**src/rtl/core/lla_pkg.sv**
```systemverilog
`default_nettype none
package lla_pkg;

  localparam int GRID_WIDTH  = 1024;
  localparam int GRID_HEIGHT = 1024;

  localparam int COL_W  = $clog2(GRID_WIDTH);
  localparam int ROW_W  = $clog2(GRID_HEIGHT);
  localparam int IDX_W  = 10;
  localparam int MASK_W = 9;
  localparam int CFG_IDX_W = 8;

  localparam logic [CFG_IDX_W-1:0] REG_BIRTH   = CFG_IDX_W'(0);
  localparam logic [CFG_IDX_W-1:0] REG_SURVIVE = CFG_IDX_W'(1);

  localparam logic [MASK_W-1:0] BIRTH_RESET   = MASK_W'(8);
  localparam logic [MASK_W-1:0] SURVIVE_RESET = MASK_W'(12);

  typedef struct packed {
    logic [MASK_W-1:0] window;
    logic [MASK_W-1:0] birth_mask;
    logic [MASK_W-1:0] survive_mask;
  } rule_req_t;

endpackage
`default_nettype wire

```
**src/rtl/core/lla_ram.sv**
```systemverilog
`default_nettype none
module lla_ram #(
  parameter int WIDTH = 2,
  parameter int DEPTH = 1024
) (
  input  wire logic                     clk,
  input  wire logic                     we,
  input  wire logic [$clog2(DEPTH)-1:0] waddr,
  input  wire logic [WIDTH-1:0]         wdata,
  input  wire logic                     re,
  input  wire logic [$clog2(DEPTH)-1:0] raddr,
  output logic      [WIDTH-1:0]         rdata
);

  logic [WIDTH-1:0] mem [DEPTH];

  always_ff @(posedge clk) begin
    if (we) begin
      mem[waddr] <= wdata;
    end
    if (re) begin
      rdata <= mem[raddr];
    end
  end

endmodule
`default_nettype wire

```
**src/rtl/core/lla_rule.sv**
```systemverilog
`default_nettype none
module lla_rule (
  input  wire lla_pkg::rule_req_t req,
  output logic                    next_alive
);

  logic [3:0] count;
  logic       center;

  always_comb begin
    count = 4'd0;
    for (int i = 0; i < lla_pkg::MASK_W; i++) begin
      if (i != 4) begin
        count = count + 4'(req.window[i]);
      end
    end
  end

  assign center     = req.window[4];
  assign next_alive = center ? req.survive_mask[count] : req.birth_mask[count];

endmodule
`default_nettype wire

```
**src/rtl/core/life_like_automaton_generation.sv**
```systemverilog
`default_nettype none
// One generation of a life-like automaton over a raster cell stream.
// Cells past the first two rows and columns load a result into the output
// register on leaving stage 1. Throughput: one cell per cycle unless stalled;
// set by the line store RAM's one read and one write port, read at accept and
// written back as the cell leaves stage 1. Reset: counters, window and
// handshakes clear, masks return to B3/S23; the line store is not cleared.
module life_like_automaton_generation (
  input  wire logic                             clk,
  input  wire logic                             rst,
  input  wire logic                             s_tvalid,
  output logic                                  s_tready,
  input  wire logic [7:0]                       s_tdata,   // [0] cell_alive
  input  wire logic                             s_tuser,   // [0] frame_start
  output logic                                  m_tvalid,
  input  wire logic                             m_tready,
  output logic      [23:0]                      m_tdata,   // [9:0] row_index,
                                                           // [19:10] col_index,
                                                           // [20] next_alive
  output logic                                  m_tlast,   // last_of_frame
  input  wire logic                             cfg_valid,
  output logic                                  cfg_ready,
  input  wire logic [lla_pkg::CFG_IDX_W-1:0]    cfg_index,
  input  wire logic [lla_pkg::MASK_W-1:0]       cfg_data
);

  localparam int COL_W = lla_pkg::COL_W;
  localparam int ROW_W = lla_pkg::ROW_W;
  localparam int IDX_W = lla_pkg::IDX_W;

  logic [lla_pkg::MASK_W-1:0] birth_mask;
  logic [lla_pkg::MASK_W-1:0] survive_mask;

  logic [COL_W-1:0] col_cnt;
  logic [ROW_W-1:0] row_cnt;
  logic [COL_W-1:0] col_cur;
  logic [ROW_W-1:0] row_cur;
  logic             accept;

  logic             s1_valid;
  logic             s1_cell;
  logic [COL_W-1:0] s1_col;
  logic [ROW_W-1:0] s1_row;
  logic             s1_emit;
  logic             s1_advance;
  logic             fwd_valid;
  logic [1:0]       fwd_data;
  logic             fwd_hit;

  logic [1:0]       ram_rdata;
  logic [1:0]       lines;
  logic [1:0]       ram_wdata;
  logic [8:0]       window;
  logic [8:0]       window_next;

  lla_pkg::rule_req_t rule_req;
  logic               rule_next;

  logic             out_load;
  logic [IDX_W-1:0] out_row;
  logic [IDX_W-1:0] out_col;
  logic             out_alive;
  logic             out_last;

  // configuration
  assign cfg_ready = 1'b1;

  always_ff @(posedge clk) begin
    if (rst) begin
      birth_mask   <= lla_pkg::BIRTH_RESET;
      survive_mask <= lla_pkg::SURVIVE_RESET;
    end else if (cfg_valid) begin
      unique case (cfg_index)
        lla_pkg::REG_BIRTH:   birth_mask   <= cfg_data;
        lla_pkg::REG_SURVIVE: survive_mask <= cfg_data;
        default: ;
      endcase
    end
  end

  // stage 0: position and line store read
  assign s_tready = !s1_valid || s1_advance;
  assign accept   = s_tvalid && s_tready;
  assign col_cur  = s_tuser ? '0 : col_cnt;
  assign row_cur  = s_tuser ? '0 : row_cnt;

  always_ff @(posedge clk) begin
    if (rst) begin
      col_cnt <= '0;
      row_cnt <= '0;
    end else if (accept) begin
      if (col_cur == COL_W'(lla_pkg::GRID_WIDTH - 1)) begin
        col_cnt <= '0;
        row_cnt <= (row_cur == ROW_W'(lla_pkg::GRID_HEIGHT - 1)) ? '0 : row_cur + 1'b1;
      end else begin
        col_cnt <= col_cur + 1'b1;
        row_cnt <= row_cur;
      end
    end
  end

  // write of the item leaving stage 1 lands on the address read now
  assign fwd_hit = s1_valid && s1_advance && (s1_col == col_cur);

  always_ff @(posedge clk) begin
    if (rst) begin
      s1_valid  <= 1'b0;
      fwd_valid <= 1'b0;
    end else if (accept) begin
      s1_valid  <= 1'b1;
      fwd_valid <= fwd_hit;
    end else if (s1_advance) begin
      s1_valid  <= 1'b0;
      fwd_valid <= 1'b0;
    end
  end

  always_ff @(posedge clk) begin
    if (accept) begin
      s1_cell  <= s_tdata[0];
      s1_col   <= col_cur;
      s1_row   <= row_cur;
      fwd_data <= ram_wdata;
    end
  end

  lla_ram #(
    .WIDTH (2),
    .DEPTH (lla_pkg::GRID_WIDTH)
  ) u_lines (
    .clk   (clk),
    .we    (s1_valid && s1_advance),
    .waddr (s1_col),
    .wdata (ram_wdata),
    .re    (accept),
    .raddr (col_cur),
    .rdata (ram_rdata)
  );

  // stage 1: window update, rule, write back; lines[0] upper, lines[1] middle
  assign lines       = fwd_valid ? fwd_data : ram_rdata;
  assign ram_wdata   = {s1_cell, lines[1]};
  assign window_next = {s1_cell, lines[1], lines[0], window[8:3]};
  assign s1_emit     = (s1_row >= ROW_W'(2)) && (s1_col >= COL_W'(2));
  assign s1_advance  = s1_valid && (!s1_emit || !m_tvalid || m_tready);

  always_ff @(posedge clk) begin
    if (rst) begin
      window <= '0;
    end else if (s1_advance) begin
      window <= window_next;
    end
  end

  assign rule_req.window       = window_next;
  assign rule_req.birth_mask   = birth_mask;
  assign rule_req.survive_mask = survive_mask;

  lla_rule u_rule (
    .req        (rule_req),
    .next_alive (rule_next)
  );

  // output register
  assign out_load = s1_advance && s1_emit;

  always_ff @(posedge clk) begin
    if (rst) begin
      m_tvalid <= 1'b0;
    end else if (out_load) begin
      m_tvalid <= 1'b1;
    end else if (m_tready) begin
      m_tvalid <= 1'b0;
    end
  end

  always_ff @(posedge clk) begin
    if (out_load) begin
      out_row   <= IDX_W'(32'(s1_row) - 32'd1);
      out_col   <= IDX_W'(32'(s1_col) - 32'd1);
      out_alive <= rule_next;
      out_last  <= (s1_row == ROW_W'(lla_pkg::GRID_HEIGHT - 1)) &&
                   (s1_col == COL_W'(lla_pkg::GRID_WIDTH - 1));
    end
  end

  assign m_tdata = {3'b000, out_alive, out_col, out_row};
  assign m_tlast = out_last;

  a_fwd_needs_item: assert property (@(posedge clk) disable iff (rst)
    fwd_valid |-> s1_valid)
    else $error("forwarded line data without an item in stage 1");

  a_no_accept_on_stall: assert property (@(posedge clk) disable iff (rst)
    (s1_valid && !s1_advance) |-> !s_tready)
    else $error("cell accepted while stage 1 is held");

  a_no_overwrite: assert property (@(posedge clk) disable iff (rst)
    out_load |-> (!m_tvalid || m_tready))
    else $error("output register overwritten before it was taken");

  a_last_column: assert property (@(posedge clk) disable iff (rst)
    (m_tvalid && m_tlast) |-> (m_tdata[19:10] == IDX_W'(lla_pkg::GRID_WIDTH - 2)))
    else $error("frame end flagged away from the last interior column");

endmodule
`default_nettype wire

```
**config.mk**
```make
export PLATFORM = sky130hd
export DESIGN_NAME = life_like_automaton_generation
export DESIGN_NICKNAME = d
export VERILOG_FILES = /design/src/rtl/core/lla_pkg.sv /design/src/rtl/core/lla_ram.sv /design/src/rtl/core/lla_rule.sv /design/src/rtl/core/life_like_automaton_generation.sv
export SDC_FILE = /design/constraint.sdc
export NUM_CORES = 2
export LEC_CHECK = 0
export ABC_AREA = 1
export BUFFER_PORTS_ARGS = -buffer_cell sky130_fd_sc_hd__buf_2
export CORE_UTILIZATION = 40
export CTS_CLUSTER_SIZE = 25
export DETAILED_ROUTE_END_ITERATION = 6
export RECOVER_POWER = 25
export SYNTH_ARGS = -nofsm -noshare
export SYNTH_HDL_FRONTEND = slang
export SYNTH_SLANG_ARGS = --single-unit
```
**constraint.sdc**
```tcl
create_clock -name clk -period 18.9 [get_ports clk]
set_input_delay 0.945 -clock clk [delete_from_list [all_inputs] [get_ports clk]]
set_output_delay 0.945 -clock clk [all_outputs]
set_load 0.02 [all_outputs]
```
# [After elaboration in Yosys (flattened, before gate mapping)]
# Memories as Yosys holds them, arrays and structs flattened. A register that Yosys moved wholly into a read port is not among the register bits.
# Index checks and enable logic that the tools add are counted.
[op_classes] add_sub_neg=11 order_cmp=3 n_eq_ne=6 n_mux=18 reduce_logical=18
[op_table] operator="$mux 10" n=5
[op_table] operator="$eq 10x10->1 const B" n=4
[op_table] operator="$add 4x1->4" n=6
[op_table] operator="$add 10x1->10 const B" n=2
[op_table] operator="$ge 10x2->1 const B" n=2
[op_table] operator="$sub 10x1->10 const B" n=2
[op_table] operator="$eq 10x10->1" n=1
[op_table] operator="$mux 1" n=10
[op_table] operator="$bmux 1 s4" n=2
[op_table] operator="$eq 8x1->1 const B" n=1
[op_table] operator="$logic_not 8->1" n=1
[op_table] operator="$logic_and 1x1->1" n=7
[op_table] operator="$lt 4x5->1 const B" n=1
[op_table] operator="$reduce_and 2->1" n=2
[op_table] operator="$reduce_bool 2->1" n=2
[op_table] operator="$logic_not 1->1" n=3
[op_table] operator="$logic_or 1x1->1" n=3
[op_table] operator="$add 1x1->2" n=1
[op_table] operator="$mux 2" n=1
[word_totals] ff_bits=95 ramBits=2048 word_cells=73 mem_count=1
[memory_table] name="u_lines.mem" words=1024 width=2 rd=1 rd_clocked_by_memory_dff=1 write_ports=1 line="lla_ram.sv:15" rtl="logic [WIDTH-1:0] mem [DEPTH];"

# [Longest topological paths before layout]
[depth] ltp_word=10 ltp_mapped=18 depth_no_buf=16

# [Hierarchy]
# A second synthesis with hierarchy kept.
[hier_totals] cells_unflattened=8556 hier_area_um2=91826.8
[modules_own_cells] module="lla_ram" n_inst=1 cells_per_inst=7976 area_each_um2=86973.4 seq_area_each_um2=61559.0
[modules_own_cells] module="life_like_automaton_generation" n_inst=1 cells_per_inst=512 area_each_um2=4465.5 seq_area_each_um2=2292.2
[modules_own_cells] module="lla_rule" n_inst=1 cells_per_inst=68 area_each_um2=387.9 seq_area_each_um2=0.0

# [Least setup slack after synthesis]
# No wires, ideal clock.
[synth_path] path_kind="register -> register" from="reg s1_cell" to="reg out_alive, data pin" setup_ns=0.180 arrival_time_ns=16.021 t_required_ns=18.720 setup_slack_ns=2.699 stages_incl_launch_ff=12 path_cell_list="edfxtp_1 > inv_1 > fa_1 > fa_1 > fa_1 > inv_1 > fa_1 > inv_1 > o21ai_0 > o221ai_1 > o211ai_1 > a221oi_1"
[synth_via] elab_chain_len=4 word_cells_on_any_way=6
[synth_rtl] element="start, declared" line="life_like_automaton_generation.sv:41" rtl="logic s1_cell;"
[synth_rtl] element="start signal, assigned" line="life_like_automaton_generation.sv:120" rtl="s1_cell <= s_tdata[0];"
[synth_rtl] element="$add 4x1->4 *" line="lla_rule.sv:14" rtl="count = count + 4'(req.window[i]);"
[synth_rtl] element="$bmux 1 s4" line="lla_rule.sv:20" rtl="assign next_alive = center ? req.survive_mask[count] : req.birth_mask[count];"
[synth_rtl] element="$mux 1 (not written as such)" line="lla_rule.sv:20"
[synth_rtl] element="$mux 1 *" line="lla_rule.sv:20"
[synth_rtl] element="via rule_next" line="life_like_automaton_generation.sv:57" rtl="logic rule_next;"
[synth_rtl] element="end signal, assigned" line="life_like_automaton_generation.sv:181" rtl="out_alive <= rule_next;"
[synth_rtl] element="end, declared" line="life_like_automaton_generation.sv:62" rtl="logic out_alive;"
# Mark *: on every way through the listed nets, which the timed path passes. The rest lies on a longest branch. The select of a mux whose other input is x is not followed.
# A chain may end at the register's enable or synchronous reset.

# [Final worst setup path]
[layout_path] from="reg u_lines.rdata[1], read port of u_lines.mem" to="mem u_lines.mem[804][0], data pin"
[layout_via] elab_chain_len=1
[layout_rtl] element="start, declared" line="lla_ram.sv:12" rtl="output logic [WIDTH-1:0] rdata"
[layout_rtl] element="$mux 2" line="life_like_automaton_generation.sv:141" rtl="assign lines = fwd_valid ? fwd_data : ram_rdata;"
[layout_rtl] element="via lines[1]" line="life_like_automaton_generation.sv:51" rtl="logic [1:0] lines;"
[layout_rtl] element="end, declared" line="lla_ram.sv:15"
# The timed path passes the listed nets, and every way through them passes these cells.

==> flow_summary.ini <==
[final_layout]
insertedDiodeCount = 0
area_growth_pct = 10.0
final_core_utilization_pct = 44.4
drive_gt1_share_pct = 5.84
finalNetCount = 9063
final_cell_count_no_fill = 12400

[setup_path]
criticalPathCategory = reg -> reg
start_kind = register
critPathSlowestCell = sky130_fd_sc_hd__clkinvlp_2
slowest_delay_ns = 4.54
critical_path_arrival_ns = 10.76
worst-path-max-fanout = 166
timing.critical_path.required_ns = 19.36
cp_cell_sequence = o21ai_0, clkinvlp_2, clkbuf_1, buf_4, buf_4
worst_setup_path_end_kind = register
most_frequent_cell_on_the_critical_path = sky130_fd_sc_hd__buf_4

[grt]
largest_net_degree_at_the_start_of_global_routing = 237
first_global_vias = 62600
gr-usage-all-layers_pct = 21.6
wire_length_of_the_first_global_routing_pass_mm = 386
antenna_violations_before_repair = 4
global_route.overflow_total = 0

[timing]
timing.fmax_mhz = 97.1
clock_skew_ns = 0.0302
setup_viol_count_final = 0
fin_crit_sh_pct = 54.5
slew_violations = 1297
slew_headroom_pct = -409
rsz_0062_raised_after_global_routing = no
layout_min_cycle_time_ns = 10.30
finalHoldViolations = 0
tightest_slew_ns = 7.63
setup_ws_ns = 8.60
timing.setup.tns_ns = 0

[synth]
synth_cell_types = 45
synth_top_area_cell = sky130_fd_sc_hd__edfxtp_1
synth_top_cell_area_share_pct = 66.1
post_synthesis_sequential_element_count = 2142
synth-edff-count = 2095
average_cell_area_after_synthesis_sq_um = 10.3
dominant_synthesized_flop_cell = sky130_fd_sc_hd__edfxtp_1
synth.cell_area_sq_um = 95100
synthTopCellsByArea = sky130_fd_sc_hd__edfxtp_1 (66%), sky130_fd_sc_hd__nor2_1 (6.7%), sky130_fd_sc_hd__nand3_1 (6.7%)
post_synth_inst_count = 9275
synthesis_warning_total = 0
seq_total_area_yosys_pct = 67.1
fraction_of_registers_with_async_set_or_reset_after_synthesis_pct = 0

[outcome]
violations = max-capacitance violations, max-slew violations
run_status = complete, but fails checks

[drt]
drt-wirelength-per-cell_microns = 21.2
drt_drc_violations_left = 0
detailroute.via_count = 65300
dr.pass1.iters = 6
route.detailed.vias_per_inst = 5.29
drt-initial-drc-count = 6470
drt_wl_total_mm = 261
drtAntennaViolNets = 0

[floorplan]
fp.coreArea_sq_um = 236000
number_of_top_level_pins = 59
die_w_microns = 490
die_height_microns = 490
floorplan.rows = 178
initial_utilization_pct = 40.3
dieArea_sq_um = 240000

[cts]
clkLatencyLatePin_ns = 0.87
clockBufferDepth = 3
cts_made_buffers = 219
cts_tree = built
ctsResizeCount = 0
ctsRootBufferMaster = sky130_fd_sc_hd__clkbuf_16
cts_max_level = 4
cts.hold.buffers_added = 0
cts.reportedPaths.clkPinSlew_ns = 0.06
postCtsSetupRepairBufs = 0
clock_sink_count = 2142

[placed_design]
dp.cells = 11900
finalWeightedCongestion = 0.841
dpl_worst_slack_ns = 12.30
place.port_buffers = 47
detailedPlacementHpwl_mm = 134

[power]
total_power_mw = 10.1
ir_drop_v = 0.0000823
total_leakage_power_nw = 38.9
power_per_cell_area_nw_per_um2 = 96.7

[min_path]
min-delay-path-class = in -> reg

[job]
cap_violations = 14
[registers in the layout, summed over array words and instances (netlist names)]
name,flops
row_cnt,10
birth_mask,9
out_alive,1
u_lines.rdata,2
s1_cell,1
col_cnt,10
fwd_data,2
out_col,10
m_tvalid,1
s1_col,10
window,6
survive_mask,9
m_tlast,1
s1_row,10
s1_valid,1
u_lines.mem,2048
fwd_valid,1
out_row,10
[layout make-up]
type                            count  area, sq um
Inverter                         1122         4230
Tap cell                         3150         3940
Multi-Input combinational cell   5352        24400
Clock inverter                    137         1190
Fill cell                       22100       131000
Sequential cell                  2142        63900
Timing Repair Buffer              178         1250
Clock buffer                      272         5770
[power by group]
part           internal, mW  switching [mW]
clock                  2.39            1.83
combinational         0.124           0.453
sequential             5.30          0.0103
total                  7.82            2.30
[critical path: cells and delay by family, from the launching register on]
kind	cells	cell delay [ns]
DFF	1	0.38
AOI/OAI and AO/OA	1	0.41
buffers and inverters	4	8.72
[path summary, 6_finish.rpt]
check	start	to	slack [ns]	depth (start not counted)
setup / recovery	u_lines.rdata[1]	u_lines.mem[804][0]	8.60	5
hold / removal	s_tdata[0]	s1_cell	0.31	1
setup reg to reg	u_lines.rdata[1]	u_lines.mem[804][0]	8.60	5
hold reg to reg	row_cnt[0]	row_cnt[0]	0.47	2
[metal layers]
metal,up-vias,track usage (%),wire length [microns]
met3,426,3.07,19600
li1,30500,-,-
met4,2,6.93,8030
met5,-,0,13
met1,32000,28.3,108000
met2,2414,36.7,126000
[placed cells by master, fill, tap and decap left out, drive strengths merged, types with 4 or more instances in the layout]
| cell | count |
|---|---|
| o211ai | 332 |
| a211oi | 21 |
| or2 | 30 |
| nor3 | 17 |
| fa | 4 |
| nand3 | 1279 |
| nor2 | 1711 |
| bufinv | 17 |
| nor4 | 4 |
| clkinvlp | 8 |
| xor2 | 24 |
| buf | 141 |
| a21oi | 61 |
| ha | 13 |
| nand3b | 7 |
| nand4 | 11 |
| clkinv | 115 |
| nand2 | 1536 |
| inv | 1119 |
| clkbuf | 309 |
| o21ai | 282 |
| dfxtp | 47 |
| edfxtp | 2095 |
| conb | 4 |
[cells in the mapped netlist, types with 15 or more instances]
cell and number:
sky130_fd_sc_hd__edfxtp_1 2095, sky130_fd_sc_hd__nor2_1 1702, sky130_fd_sc_hd__nand2_1 1530, sky130_fd_sc_hd__nand3_1 1268, sky130_fd_sc_hd__inv_1 1105, sky130_fd_sc_hd__o211ai_1 332
sky130_fd_sc_hd__buf_2 298, sky130_fd_sc_hd__clkbuf_1 296, sky130_fd_sc_hd__o21ai_0 280, sky130_fd_sc_hd__a21oi_1 61, sky130_fd_sc_hd__buf_1 53, sky130_fd_sc_hd__dfxtp_1 47
sky130_fd_sc_hd__or2_2 30, sky130_fd_sc_hd__xor2_1 24, sky130_fd_sc_hd__a211oi_1 21, sky130_fd_sc_hd__nor3_1 15
[stage by stage]
stage | hold WS (ns) | area [sq um]
global route | 0.293 | 105000
detailed placement | 0.459 | 97800
floorplan | 0.441 | 95100
CTS | 0.247 | 105000
global placement | 0.453 | 97800
finish | 0.313 | 105000
[cell families (layout without fill, tap and decap cells)]
logic type,after synthesis,in the layout,share of synthesized area [%]
multiplexers,3,3,0.0316
AND/OR/NAND/NOR,4596,4596,20.2
buffers and inverters,1783,1709,7.50
other,2,4,0.00790
AO/OA/AOI/OAI,705,705,4.66
flip-flops,2142,2142,67.1
adder cells (fa/ha/maj),17,17,0.255
XOR/XNOR,27,27,0.249
Power figures use the tool's default switching activity.
